==> config.mk <==
export PLATFORM = sky130hd
export DESIGN_NAME = button_press_event_router
export DESIGN_NICKNAME = d
export VERILOG_FILES = /design/src/design/bper_pkg.sv /design/src/design/bper_alu.sv /design/src/design/bper_table.sv /design/src/design/button_press_event_router.sv
export SDC_FILE = /design/constraint.sdc
export NUM_CORES = 2
export LEC_CHECK = 0
export ABC_CLOCK_PERIOD_IN_PS = 17360
export BUFFER_PORTS_ARGS = -buffer_cell sky130_fd_sc_hd__buf_2
export CAP_MARGIN = 20
export CORE_UTILIZATION = 40
export DETAILED_ROUTE_END_ITERATION = 8
export GPL_TIMING_DRIVEN = 0
export MAX_ROUTING_LAYER = met4
export PLACE_DENSITY_LB_ADDON = 0.25
export SLEW_MARGIN = 20
export SYNTH_ARGS = -nofsm -noshare
export SYNTH_HDL_FRONTEND = slang
export SYNTH_SLANG_ARGS = --single-unit
==> constraint.sdc <==
create_clock -name clk -period 17.36 [get_ports clk]
set_input_delay 3.472 -clock clk [delete_from_list [all_inputs] [get_ports clk]]
set_output_delay 3.472 -clock clk [all_outputs]
set_load 0.01 [all_outputs]
==> src/design/bper_pkg.sv <==
// Shared constants, types and codes of the button press event router.
package bper_pkg;

  localparam int NUM_BUTTONS = 16;
  localparam int NUM_TARGETS = 2;
  localparam int NUM_ACTIONS = 3;
  localparam int TABLE_SIZE  = NUM_BUTTONS * NUM_TARGETS * NUM_ACTIONS;
  localparam int TBL_AW      = $clog2(TABLE_SIZE);
  localparam int BTN_W       = (NUM_BUTTONS > 1) ? $clog2(NUM_BUTTONS) : 1;
  localparam int TGT_W       = (NUM_TARGETS > 1) ? $clog2(NUM_TARGETS) : 1;
  localparam int CFG_IDX_W   = 8;

  localparam logic [7:0]  UNSET         = 8'hFF;
  localparam logic [15:0] SHORT_MS_RST  = 16'd60;
  localparam logic [15:0] LONG_MS_RST   = 16'd500;

  localparam logic [CFG_IDX_W-1:0] REG_SHORT_MS = 8'd0;
  localparam logic [CFG_IDX_W-1:0] REG_LONG_MS  = 8'd1;

  localparam logic [1:0] PH_IDLE  = 2'd0;
  localparam logic [1:0] PH_PULSE = 2'd1;
  localparam logic [1:0] PH_HOLD  = 2'd2;

  localparam logic [1:0] EV_PULSE   = 2'd0;
  localparam logic [1:0] EV_HOLD    = 2'd1;
  localparam logic [1:0] EV_RELEASE = 2'd2;

  localparam logic KIND_ROUTED = 1'b0;
  localparam logic KIND_REPORT = 1'b1;

  typedef struct packed {
    logic [7:0] dest;
    logic [7:0] child;
    logic [7:0] payload;
  } entry_t;

  typedef struct packed {
    logic       kind;
    logic [3:0] which_button;
    logic [1:0] event_res;
    logic [7:0] dest;
    logic [7:0] child;
    logic [7:0] payload;
  } res_t;

endpackage

==> src/design/bper_alu.sv <==
// Shared 32-bit subtract and unsigned compare unit.
module bper_alu (
  input  logic [31:0] a,
  input  logic [31:0] b,
  output logic [31:0] diff,
  output logic        ge
);
  logic [32:0] full;

  // carry out of a + ~b + 1 is set when a >= b
  assign full = {1'b0, a} + {1'b0, ~b} + 33'd1;
  assign diff = full[31:0];
  assign ge   = full[32];
endmodule

==> src/design/bper_table.sv <==
// Action table: one write port, one registered read port, valid bits for reset.
module bper_table (
  input  logic                     clk,
  input  logic                     rst,
  input  logic                     wr_en,
  input  logic [bper_pkg::TBL_AW-1:0] wr_addr,
  input  bper_pkg::entry_t         wr_data,
  input  logic                     rd_en,
  input  logic [bper_pkg::TBL_AW-1:0] rd_addr,
  output bper_pkg::entry_t         rd_data
);
  import bper_pkg::*;

  entry_t                mem [TABLE_SIZE];
  logic [TABLE_SIZE-1:0] valid;
  entry_t                rd_q;
  logic                  rd_vld;

  always_ff @(posedge clk) begin
    if (rst) begin
      valid <= '0;
    end else if (wr_en) begin
      valid[wr_addr] <= 1'b1;
    end
  end

  always_ff @(posedge clk) begin
    if (wr_en) begin
      mem[wr_addr] <= wr_data;
    end
    if (rd_en) begin
      rd_q   <= mem[rd_addr];
      rd_vld <= valid[rd_addr];
    end
  end

  // entries never written read as unset
  assign rd_data = rd_vld ? rd_q : entry_t'{dest: UNSET, child: UNSET, payload: UNSET};
endmodule

==> src/design/button_press_event_router.sv <==
// Top level: per-button press timing sequencer, action routing and output stage.
// A write item is taken in S_IDLE. A scan walks the buttons one by one: a button
// with no timed press, a first press or a release without event moves on from
// S_SUB, a timed press goes on through S_CMPS and S_CMPL (one shared subtractor
// computes the elapsed time, then compares it with short_ms and then long_ms),
// and each event reads each target slot on the single table read port (S_RD,
// S_CHK) plus S_REP for an unrouted report, then S_FLUSH closes the scan.
// A scan also waits while m_tready is low and the output stage is full.
// Results pass through a one-deep holding stage and an output register so
// tlast can mark the final result of each scan. The action table needs no
// clearing pass: valid bits reset with the block.
module button_press_event_router (
  input  logic                          clk,
  input  logic                          rst,
  input  logic                          s_tvalid,
  output logic                          s_tready,
  // time_ms[31:0], levels[47:32], button[51:48], target[59:52], action[67:60],
  // dest_in[75:68], child_in[83:76], payload_in[91:84], zero[95:92]
  input  logic [95:0]                   s_tdata,
  // op
  input  logic                          s_tuser,
  output logic                          m_tvalid,
  input  logic                          m_tready,
  // which_button[3:0], event_res[5:4], dest_out[13:6], child_out[21:14],
  // payload_out[29:22], zero[31:30]
  output logic [31:0]                   m_tdata,
  // kind
  output logic                          m_tuser,
  output logic                          m_tlast,
  input  logic                          cfg_valid,
  output logic                          cfg_ready,
  input  logic [bper_pkg::CFG_IDX_W-1:0] cfg_index,
  input  logic [15:0]                   cfg_data
);
  import bper_pkg::*;

  typedef enum logic [7:0] {
    S_IDLE  = 8'b0000_0001,
    S_SUB   = 8'b0000_0010,
    S_CMPS  = 8'b0000_0100,
    S_CMPL  = 8'b0000_1000,
    S_RD    = 8'b0001_0000,
    S_CHK   = 8'b0010_0000,
    S_REP   = 8'b0100_0000,
    S_FLUSH = 8'b1000_0000
  } state_t;

  state_t state, state_next;

  logic [15:0] short_ms, long_ms;
  logic [31:0] now;
  logic [NUM_BUTTONS-1:0] lv;
  logic [NUM_BUTTONS-1:0] timing;
  logic [1:0]  phase [NUM_BUTTONS];
  logic [31:0] press_start [NUM_BUTTONS];
  logic [BTN_W-1:0] bidx;
  logic [TGT_W-1:0] tidx;
  logic [31:0] el;
  logic [1:0]  ev;
  logic        handled;

  logic [31:0] alu_a, alu_b, alu_diff;
  logic        alu_ge;

  logic             tbl_wr, tbl_rd;
  logic [TBL_AW-1:0] tbl_waddr, tbl_raddr;
  entry_t           tbl_rdata;
  logic             entry_set;

  logic       push, flush, move, out_free, can_push;
  res_t       push_data, pend, out_r;
  logic       pend_valid, out_valid, out_last;

  logic       in_fire, pressed, last_btn;
  logic [3:0] btn_in;
  logic [7:0] tgt_in, act_in;
  int         tg_sat, ac_sat;
  logic [BTN_W+3:0] bidx_ext;
  logic [NUM_BUTTONS+15:0] lv_ext;

  assign in_fire   = s_tvalid && s_tready;
  assign s_tready  = (state == S_IDLE);
  assign cfg_ready = 1'b1;

  assign btn_in = s_tdata[51:48];
  assign tgt_in = s_tdata[59:52];
  assign act_in = s_tdata[67:60];
  assign tg_sat = (int'(tgt_in) > NUM_TARGETS - 1) ? NUM_TARGETS - 1 : int'(tgt_in);
  assign ac_sat = (int'(act_in) > NUM_ACTIONS - 1) ? NUM_ACTIONS - 1 : int'(act_in);
  assign lv_ext = {{NUM_BUTTONS{1'b0}}, s_tdata[47:32]};

  assign tbl_wr    = in_fire && s_tuser && (int'(btn_in) < NUM_BUTTONS);
  assign tbl_waddr = TBL_AW'((int'(btn_in) * NUM_TARGETS + tg_sat) * NUM_ACTIONS + ac_sat);
  assign tbl_raddr = TBL_AW'((int'(bidx) * NUM_TARGETS + int'(tidx)) * NUM_ACTIONS + int'(ev));

  bper_table u_table (
    .clk     (clk),
    .rst     (rst),
    .wr_en   (tbl_wr),
    .wr_addr (tbl_waddr),
    .wr_data (entry_t'{dest: s_tdata[75:68], child: s_tdata[83:76],
                       payload: s_tdata[91:84]}),
    .rd_en   (tbl_rd),
    .rd_addr (tbl_raddr),
    .rd_data (tbl_rdata)
  );

  always_comb begin
    alu_a = el;
    alu_b = {16'd0, short_ms};
    unique case (state)
      S_SUB: begin
        alu_a = now;
        alu_b = press_start[bidx];
      end
      S_CMPL:  alu_b = {16'd0, long_ms};
      default: ;
    endcase
  end

  bper_alu u_alu (
    .a    (alu_a),
    .b    (alu_b),
    .diff (alu_diff),
    .ge   (alu_ge)
  );

  assign pressed   = lv[bidx];
  assign last_btn  = (bidx == BTN_W'(NUM_BUTTONS - 1));
  assign entry_set = (tbl_rdata.dest != UNSET) && (tbl_rdata.child != UNSET);
  assign out_free  = !out_valid || m_tready;
  assign can_push  = !pend_valid || out_free;
  assign bidx_ext  = {4'd0, bidx};

  always_comb begin
    state_next = state;
    push       = 1'b0;
    flush      = 1'b0;
    tbl_rd     = 1'b0;
    push_data  = '{kind: KIND_ROUTED, which_button: bidx_ext[3:0], event_res: ev,
                   dest: tbl_rdata.dest, child: tbl_rdata.child,
                   payload: tbl_rdata.payload};
    unique case (state)
      S_IDLE: begin
        if (in_fire && !s_tuser) state_next = S_SUB;
      end
      S_SUB: begin
        if (pressed && timing[bidx]) begin
          state_next = S_CMPS;
        end else if (!pressed && phase[bidx] != PH_IDLE) begin
          state_next = S_RD;
        end else begin
          state_next = last_btn ? S_FLUSH : S_SUB;
        end
      end
      S_CMPS: state_next = S_CMPL;
      S_CMPL: begin
        if (alu_ge && phase[bidx] == PH_PULSE) state_next = S_RD;
        else state_next = last_btn ? S_FLUSH : S_SUB;
      end
      S_RD: begin
        tbl_rd     = 1'b1;
        state_next = S_CHK;
      end
      S_CHK: begin
        if (!entry_set || can_push) begin
          push = entry_set;
          if (tidx != TGT_W'(NUM_TARGETS - 1)) state_next = S_RD;
          else if (!(handled || entry_set)) state_next = S_REP;
          else state_next = last_btn ? S_FLUSH : S_SUB;
        end
      end
      S_REP: begin
        push_data.kind    = KIND_REPORT;
        push_data.dest    = 8'd0;
        push_data.child   = 8'd0;
        push_data.payload = 8'd0;
        if (can_push) begin
          push       = 1'b1;
          state_next = last_btn ? S_FLUSH : S_SUB;
        end
      end
      S_FLUSH: begin
        flush = pend_valid;
        if (!pend_valid || out_free) state_next = S_IDLE;
      end
      default: state_next = S_IDLE;
    endcase
  end

  always_ff @(posedge clk) begin
    if (rst) begin
      state    <= S_IDLE;
      short_ms <= SHORT_MS_RST;
      long_ms  <= LONG_MS_RST;
      timing   <= '0;
      for (int i = 0; i < NUM_BUTTONS; i++) phase[i] <= PH_IDLE;
    end else begin
      state <= state_next;
      if (cfg_valid && cfg_ready) begin
        if (cfg_index == REG_SHORT_MS) short_ms <= cfg_data;
        else if (cfg_index == REG_LONG_MS) long_ms <= cfg_data;
      end
      unique case (state)
        S_SUB: begin
          if (pressed && !timing[bidx]) begin
            timing[bidx] <= 1'b1;
          end else if (!pressed) begin
            timing[bidx] <= 1'b0;
            phase[bidx]  <= PH_IDLE;
          end
        end
        S_CMPS: begin
          if (alu_ge && phase[bidx] == PH_IDLE) phase[bidx] <= PH_PULSE;
        end
        S_CMPL: begin
          if (alu_ge && phase[bidx] == PH_PULSE) phase[bidx] <= PH_HOLD;
        end
        default: ;
      endcase
    end
  end

  // datapath registers of the sequencer
  always_ff @(posedge clk) begin
    unique case (state)
      S_IDLE: begin
        now  <= s_tdata[31:0];
        lv   <= lv_ext[NUM_BUTTONS-1:0];
        bidx <= '0;
      end
      S_SUB: begin
        tidx    <= '0;
        handled <= 1'b0;
        if (pressed && timing[bidx]) el <= alu_diff;
        if (pressed && !timing[bidx]) press_start[bidx] <= now;
        if (!pressed) ev <= (phase[bidx] == PH_HOLD) ? EV_RELEASE : EV_PULSE;
        if (state_next == S_SUB) bidx <= bidx + 1'b1;
      end
      S_CMPL: begin
        ev <= EV_HOLD;
        if (state_next == S_SUB) bidx <= bidx + 1'b1;
      end
      S_CHK: begin
        if (state_next != S_CHK) handled <= handled || entry_set;
        if (state_next == S_RD) tidx <= tidx + 1'b1;
        if (state_next == S_SUB) bidx <= bidx + 1'b1;
      end
      S_REP: begin
        if (state_next == S_SUB) bidx <= bidx + 1'b1;
      end
      default: ;
    endcase
  end

  // holding stage keeps one result back so the last one of a scan can be marked
  assign move = pend_valid && (push || flush) && out_free;

  always_ff @(posedge clk) begin
    if (rst) begin
      pend_valid <= 1'b0;
      out_valid  <= 1'b0;
    end else begin
      if (move) out_valid <= 1'b1;
      else if (m_tready) out_valid <= 1'b0;
      if (push) pend_valid <= 1'b1;
      else if (move) pend_valid <= 1'b0;
    end
  end

  always_ff @(posedge clk) begin
    if (move) begin
      out_r    <= pend;
      out_last <= flush;
    end
    if (push) pend <= push_data;
  end

  assign m_tvalid = out_valid;
  assign m_tuser  = out_r.kind;
  assign m_tlast  = out_last;
  assign m_tdata  = {2'b00, out_r.payload, out_r.child, out_r.dest, out_r.event_res,
                     out_r.which_button};

  a_idle_no_pending: assert property (@(posedge clk) disable iff (rst)
    state == S_IDLE |-> !pend_valid)
    else $error("result left in holding stage after scan");

  a_push_has_room: assert property (@(posedge clk) disable iff (rst)
    push && pend_valid |-> out_free)
    else $error("result pushed with no room downstream");

  a_untimed_idle: assert property (@(posedge clk) disable iff (rst)
    !timing[bidx] |-> phase[bidx] == PH_IDLE)
    else $error("button phase advanced without a timed press");

  a_flush_last: assert property (@(posedge clk) disable iff (rst)
    move && !flush |=> !m_tlast)
    else $error("tlast set on a result that is not the last of its scan");

endmodule
# Word level (Yosys, flattened, before mapping)
# Memory sizes are Yosys's and may differ from the RTL's. A register that Yosys moved wholly into a read port is not among the register bits.
# Index checks and enable logic that the tools add are counted.
# word_totals
in_bits	126
wordCells	194
mem_bits_rw	2848
memories	3
reg_bits	306
# classes
multipliers	2
bitwise	8
addsub	8
muxes	74
n_eq_ne	22
reduce_logical	42
n_lt_le_gt_ge	7
# memory_table
name	words	word_bits	rd	rd_ports_with_merged_regs	write_ports	line	source
u_table.mem	96	24	1	1	1	bper_table.sv:14	entry_t mem [TABLE_SIZE];
press_start	16	32	1	1	1	button_press_event_router.sv:55	logic [31:0] press_start [NUM_BUTTONS];
phase	16	2	1	1	16	button_press_event_router.sv:54	logic [1:0] phase [NUM_BUTTONS];
# ops
operator	n
96-bit OR	1
8-bit two-way mux	11
32-bit case mux with 2 select lines	1
8-bit case mux with 8 select lines	1
1-bit two-way mux	37
32-bit by 32-bit adder with 33-bit output	1
33-bit by 1-bit adder with 33-bit output (second input constant)	1
16-bit two-way mux	2
32-bit two-way mux	1
32-bit NOT	1
24-bit two-way mux	1
16-bit bitwise AND	1
8-bit by 1-bit equality test with 1-bit output (second input constant)	2
8-bit by 2-bit equality test with 1-bit output (second input constant)	2
8-bit by 5-bit equality test with 1-bit output (second input constant)	2
7-bit by 8-bit < comparator with 1-bit output (second input constant)	2
4-bit two-way mux	4
8-bit != test (second input constant)	2
16-bit NOT	1
16-bit OR	1
2-bit AND reduction	7
1-bit logical AND	13
2-bit nonzero test	6
2-bit two-way mux	5
other kinds (41)	57

# Depth between registers and ports, before layout
# depth
depth_word	14
ltp_mapped	22

# Cells and area by module
# A second synthesis with hierarchy kept.
# unflattened
cells_unflattened	6102
area_unflattened_um2	124597.0
# modules_own_cells
mod	instances	cells_each	area_per_inst_um2
bper_table	1	4207	92657.6
button_press_event_router	1	1620	30096.4
bper_alu	1	275	1843.0

# Least setup slack after synthesis
# OpenSTA, ideal clock, no wires.
# synth_path
path_kind	input to register
start	in s_tdata[65]
end	mem u_table.mem[64][0] (netlist name), enable pin
setup_time_ns	0.405
arrival_ns	7.439
path_slack_ns	9.516
stages	14
cell_sequence	or4_1 > nor4_1 > fa_1 > inv_1 > ha_1 > a21o_1 > a21oi_1 > o21bai_1 > a21oi_1 > xnor2_1 > clkbuf_1 > and2_1 > nand2_1 > nor2_1
# synth_between
elab_chain_cells	3
# synth_lines
item	line	source
start: declaration	button_press_event_router.sv:19	input logic [95:0] s_tdata,
8-bit by 2-bit greater-than comparator with 1-bit output	button_press_event_router.sv:89	assign ac_sat = (int'(act_in) > NUM_ACTIONS - 1) ? NUM_ACTIONS - 1 : int'(act_in);
7-bit two-way mux (*)	button_press_event_router.sv:89	
7-bit adder (*)	button_press_event_router.sv:93	assign tbl_waddr = TBL_AW'((int'(btn_in) * NUM_TARGETS + tg_sat) * NUM_ACTIONS + ac_sat);
end: declaration	bper_table.sv:14	
# Every way passes the cells marked *; elsewhere a longest branch is shown, timed or not.

# Worst setup path in the final report
# layout_path
start	in s_tdata[65]
end	mem u_table.mem[77][12] (netlist name), enable pin
# The elaborated chain is that of the path after synthesis.

==> results summary <==
The placer's final routability congestion estimate is 0.923. The share of layout cells above drive strength 1 is 0.291. The number of buffers and inverters on the critical path came out at 4. The finished cells cover 146000 um^2. For this run, the register share of the synthesized area comes to 0.758. The maximum cell stage delay along the critical path is 0.90 ns. The maximum fanout encountered on the critical timing path is 14.

The worst setup path is of the in2reg kind. The type of the worst min-delay path is reg2reg. Summed over all cells, the static leakage comes to 46.2 nW.

The initial antenna violation count is 21. The run finished with clean final reports. Counting flops with a built-in enable in the synthesized netlist gives 3024. The starting utilization of the core area is 0.402. Clock-pin slew was measured on the worst setup and hold paths at 0.06 ns. The net count reported at finish is 6695. Clock tree synthesis inserted a total of 335 buffers. After synthesis, the mean cell area works out to 21.2 um^2.

The number of detailed-routing iterations run before antenna repair is 6. The number of cell rows came out at 204. The number of stages on the worst hold path came out at 0. The via count of the first global-routing pass is 63300.

The worst setup skew after layout came out at 0.0643 ns. Derived from the worst setup path, the maximum achievable clock frequency is 0.117 GHz. The total number of clock tree sinks came out at 3182. Detailed placement ended at an HPWL of 237000 um. The area of the core region is 309000 um^2. After global routing the overflow that remains totals 0. The worst register-to-register path has a setup slack of 10.64 ns. The DRC violations left is 0.

For the pin with the worst max-slew slack, the measured transition is 1.21 ns. The clock period minus final worst setup slack came out at 8.52 ns. Among all flip-flop cells after synthesis, the most frequent one is edfxtp_1. The total of fill cells in the finished design came out at 25300. Setup repair after global routing left no endpoint under its margin.

The design draws 18.2 mW. The data required time of the critical path came out at 17.98 ns. The maximum number of pins on one net before global-route repair came out at 97. The count of different cell masters after synthesis is 63. Compared with the post-synthesis result, the final layout area differs by 17.6%. The depth of the worst register-to-register path is 17. Summed over all layers, the routed wires come to 350000 um. The total power per unit cell area came out at 125 nW/um^2. The terminating pin of the worst hold path is m_tdata[3]. The number of synthesized register bits came out at 3182.

The worst slew slack as a fraction of its limit is 0.193. The die covers 312000 um^2. The CTS tree is done. The slowest stage of the critical path belongs to the cell nor2_4. The nature of the critical path startpoint is an input port.

Traced cell by cell, the critical path runs through buf_2 -> or4_1 -> nor4_2 -> fa_1 -> inv_1 -> ha_1 -> a21o_1 -> a21oi_1 -> o21bai_1 -> a21oi_1 -> xnor2_1 -> clkbuf_1 -> and2_1 -> nand2_1 -> nor2_4 -> buf_16. In this run the count of I/O pins placed on the die edge is 163. The final antenna-violating net count came out at 0. The root buffer cell chosen for the clock tree is clkbuf_16. The yosys synthesis warning count is 0. The final sum of negative setup slack is 0 ns. The cell that appears most often on the critical path is a21oi_1. The number of instances in the synthesized netlist is 5854.

Grouping stages by cell kind, the critical path spends the most delay in simple AND/OR/NAND/NOR gates. The vias per cell came out at 5.81. The number of I/O port buffers is 154. In this run the critical register-to-register path is captured at phase[10][1]. The worst setup path is captured at a flip-flop.

For this block, the initial DRC count from the detailed router was 8233. Clock latency on the worst-skew pair, taken at its later pin, is 0.94 ns. The maximum buffer depth of the clock tree came out at 4.

The final max-slew violation count is 0. The hold violation count in the final report came out at 0. The tightest hold path in the finished design has a slack of 0.398 ns. The number of H-tree levels came out at 5. The die width came out at 559 um. The area of the multi-input gates is 29200 um^2.

The total of hold buffers inserted after clock tree synthesis is 0. For this run, the total global-route usage over all layers was measured as 0.231. The max-cap check violation count came out at 0. The startpoint identified for the worst hold timing path is pend[29]. The largest vdd supply drop is 0.0000918 V. After detailed placement, the total cell area comes to 134000 um^2. The post-detailed-route wirelength per cell came out at 32.1 um. The via count is 63400.

The number of setup violations in the final report came out at 0. STA puts the critical path data arrival time at 9.14 ns. The quantity of gates resized following cts came out at 0. The global-route wire length before repair is 487000 um. The chip height is 559 um. The sequential standard cell area came out at 94000 um^2. In this run the post-CTS setup repair buffer count came out at 0.

The post-synthesis async set-or-reset flop share came out at 0. Measured on the finished design, the core utilization comes to 0.472. In the finished design, the share of the clock period the worst path needs comes to 0.491. The total standard cell area after synthesis is 124000 um^2.
==> cell families (layout without fill, tap and decap cells) <==
logic type      Yosys count  in the layout  synth area share
flops                  3182           3182             0.758
mux                     971            971             0.172
simple gates            817            817            0.0282
buf+inv                 401           1318            0.0135
compound gates          370            370            0.0178
fa+ha+maj                66             66           0.00727
xor+xnor                 45             45           0.00318
other cells               2             24         0.0000606
==> cells in the final DEF, fill, tap and decap left out, types with 15 or more instances in the layout <==
master and count:
edfxtp_1 3024, mux4_2 927, clkbuf_16 341, nand2_1 301, clkbuf_1 240, nor2_1 230, a21oi_1 218, buf_2 208
dfxtp_1 158, buf_16 106, nor2_4 98, nand3_1 70, clkinv_1 70, inv_1 68, ha_1 56, clkinv_2 50
mux2i_1 44, buf_4 38, bufinv_16 38, buf_12 32, o21ai_0 31, clkbuf_2 28, xnor2_1 27, and3_1 22
nor3_1 20, nand4_1 19, a31oi_1 18, nor2b_1 17, a21o_1 16, o2bb2ai_1 16, clkinvlp_4 16, a22o_1 15
==> how the worst max path moves through the flow <==
stage | to | depth (start not counted) | slack, ns | from
global route | u_table.mem[77][12] | 16 | 8.62 | s_tdata[65]
finish | u_table.mem[77][12] | 16 | 8.84 | s_tdata[65]
detailed placement | u_table.mem[77][11] | 16 | 8.15 | s_tdata[65]
global placement | u_table.mem[35][18] | 11 | 6.00 | s_tdata[65]
CTS | u_table.mem[87][13] | 16 | 9.10 | s_tdata[65]
floorplan | u_table.mem[64][0] | 14 | 9.52 | s_tdata[65]
==> cell usage after synthesis, types with 26 or more instances <==
master	n	share of area
a21oi_1	218	0.0088
edfxtp_1	3024	0.73
nand2_1	301	0.0091
nor2_1	328	0.0099
o21ai_0	31	0.0013
dfxtp_1	158	0.026
clkbuf_1	205	0.0062
inv_1	85	0.0026
buf_2	66	0.0027
nand3_1	70	0.0028
ha_1	56	0.0057
xnor2_1	31	0.0022
mux4_2	927	0.17
buf_1	26	0.00079
mux2i_1	44	0.0036
==> worst reg2reg max path: cells and delay by family (launching register included) <==
family                   cells  cell delay (ns)
flip-flops                   1             0.30
multiplexers                 2             1.12
buffers and inverters        5             2.26
adder cells (fa/ha/maj)      1             0.35
AO/OA/AOI/OAI                6             1.72
AND/OR/NAND/NOR              3             0.72
==> power breakdown <==
part / internal, mW / switching [mW] / total, mW / leakage (nW)
registers: 8.51 / 0.0604 / 8.57 / 28.5
logic: 0.765 / 1.58 / 2.34 / 12.2
clock network: 4.24 / 3.05 / 7.30 / 5.42
==> cell type report <==
class | count | share of cell area
Multi-Input combinational cell | 2281 | 0.200
Clock buffer | 411 | 0.0609
Inverter | 85 | 0.00233
Timing Repair Buffer | 302 | 0.0310
Buffer | 316 | 0.00959
Clock inverter | 204 | 0.0160
Antenna cell | 12 | 0.000206
Sequential cell | 3182 | 0.645
Tap cell | 4120 | 0.0354
==> through the flow <==
stage               std cells  setup WS (ns)
detailed placement      10300           8.15
global route            10900           8.62
floorplan                5864           9.52
global placement        10100           6.00
CTS                     10900           9.10
finish                  10900           8.84
==> layer usage <==
layer | vias up | GRT usage | wire (um)
li1 | 25600 | - | -
met1 | 34100 | 0.305 | 139000
met2 | 3090 | 0.363 | 169000
met3 | 603 | 0.0318 | 27200
met4 | 0 | 0.0931 | 15400
met5 | - | - | 0
==> registers in the layout, summed over array words and instances, names as in the netlist, 8 cells and up, named ones only <==
name,flops
el,32
long_ms,16
phase,32
pend,31
state,8
m_tdata,30
short_ms,16
now,32
u_table.mem,2304
u_table.valid,96
press_start,512
lv,16
u_table.rd_q,24
(Power assumes the default switching activity.)
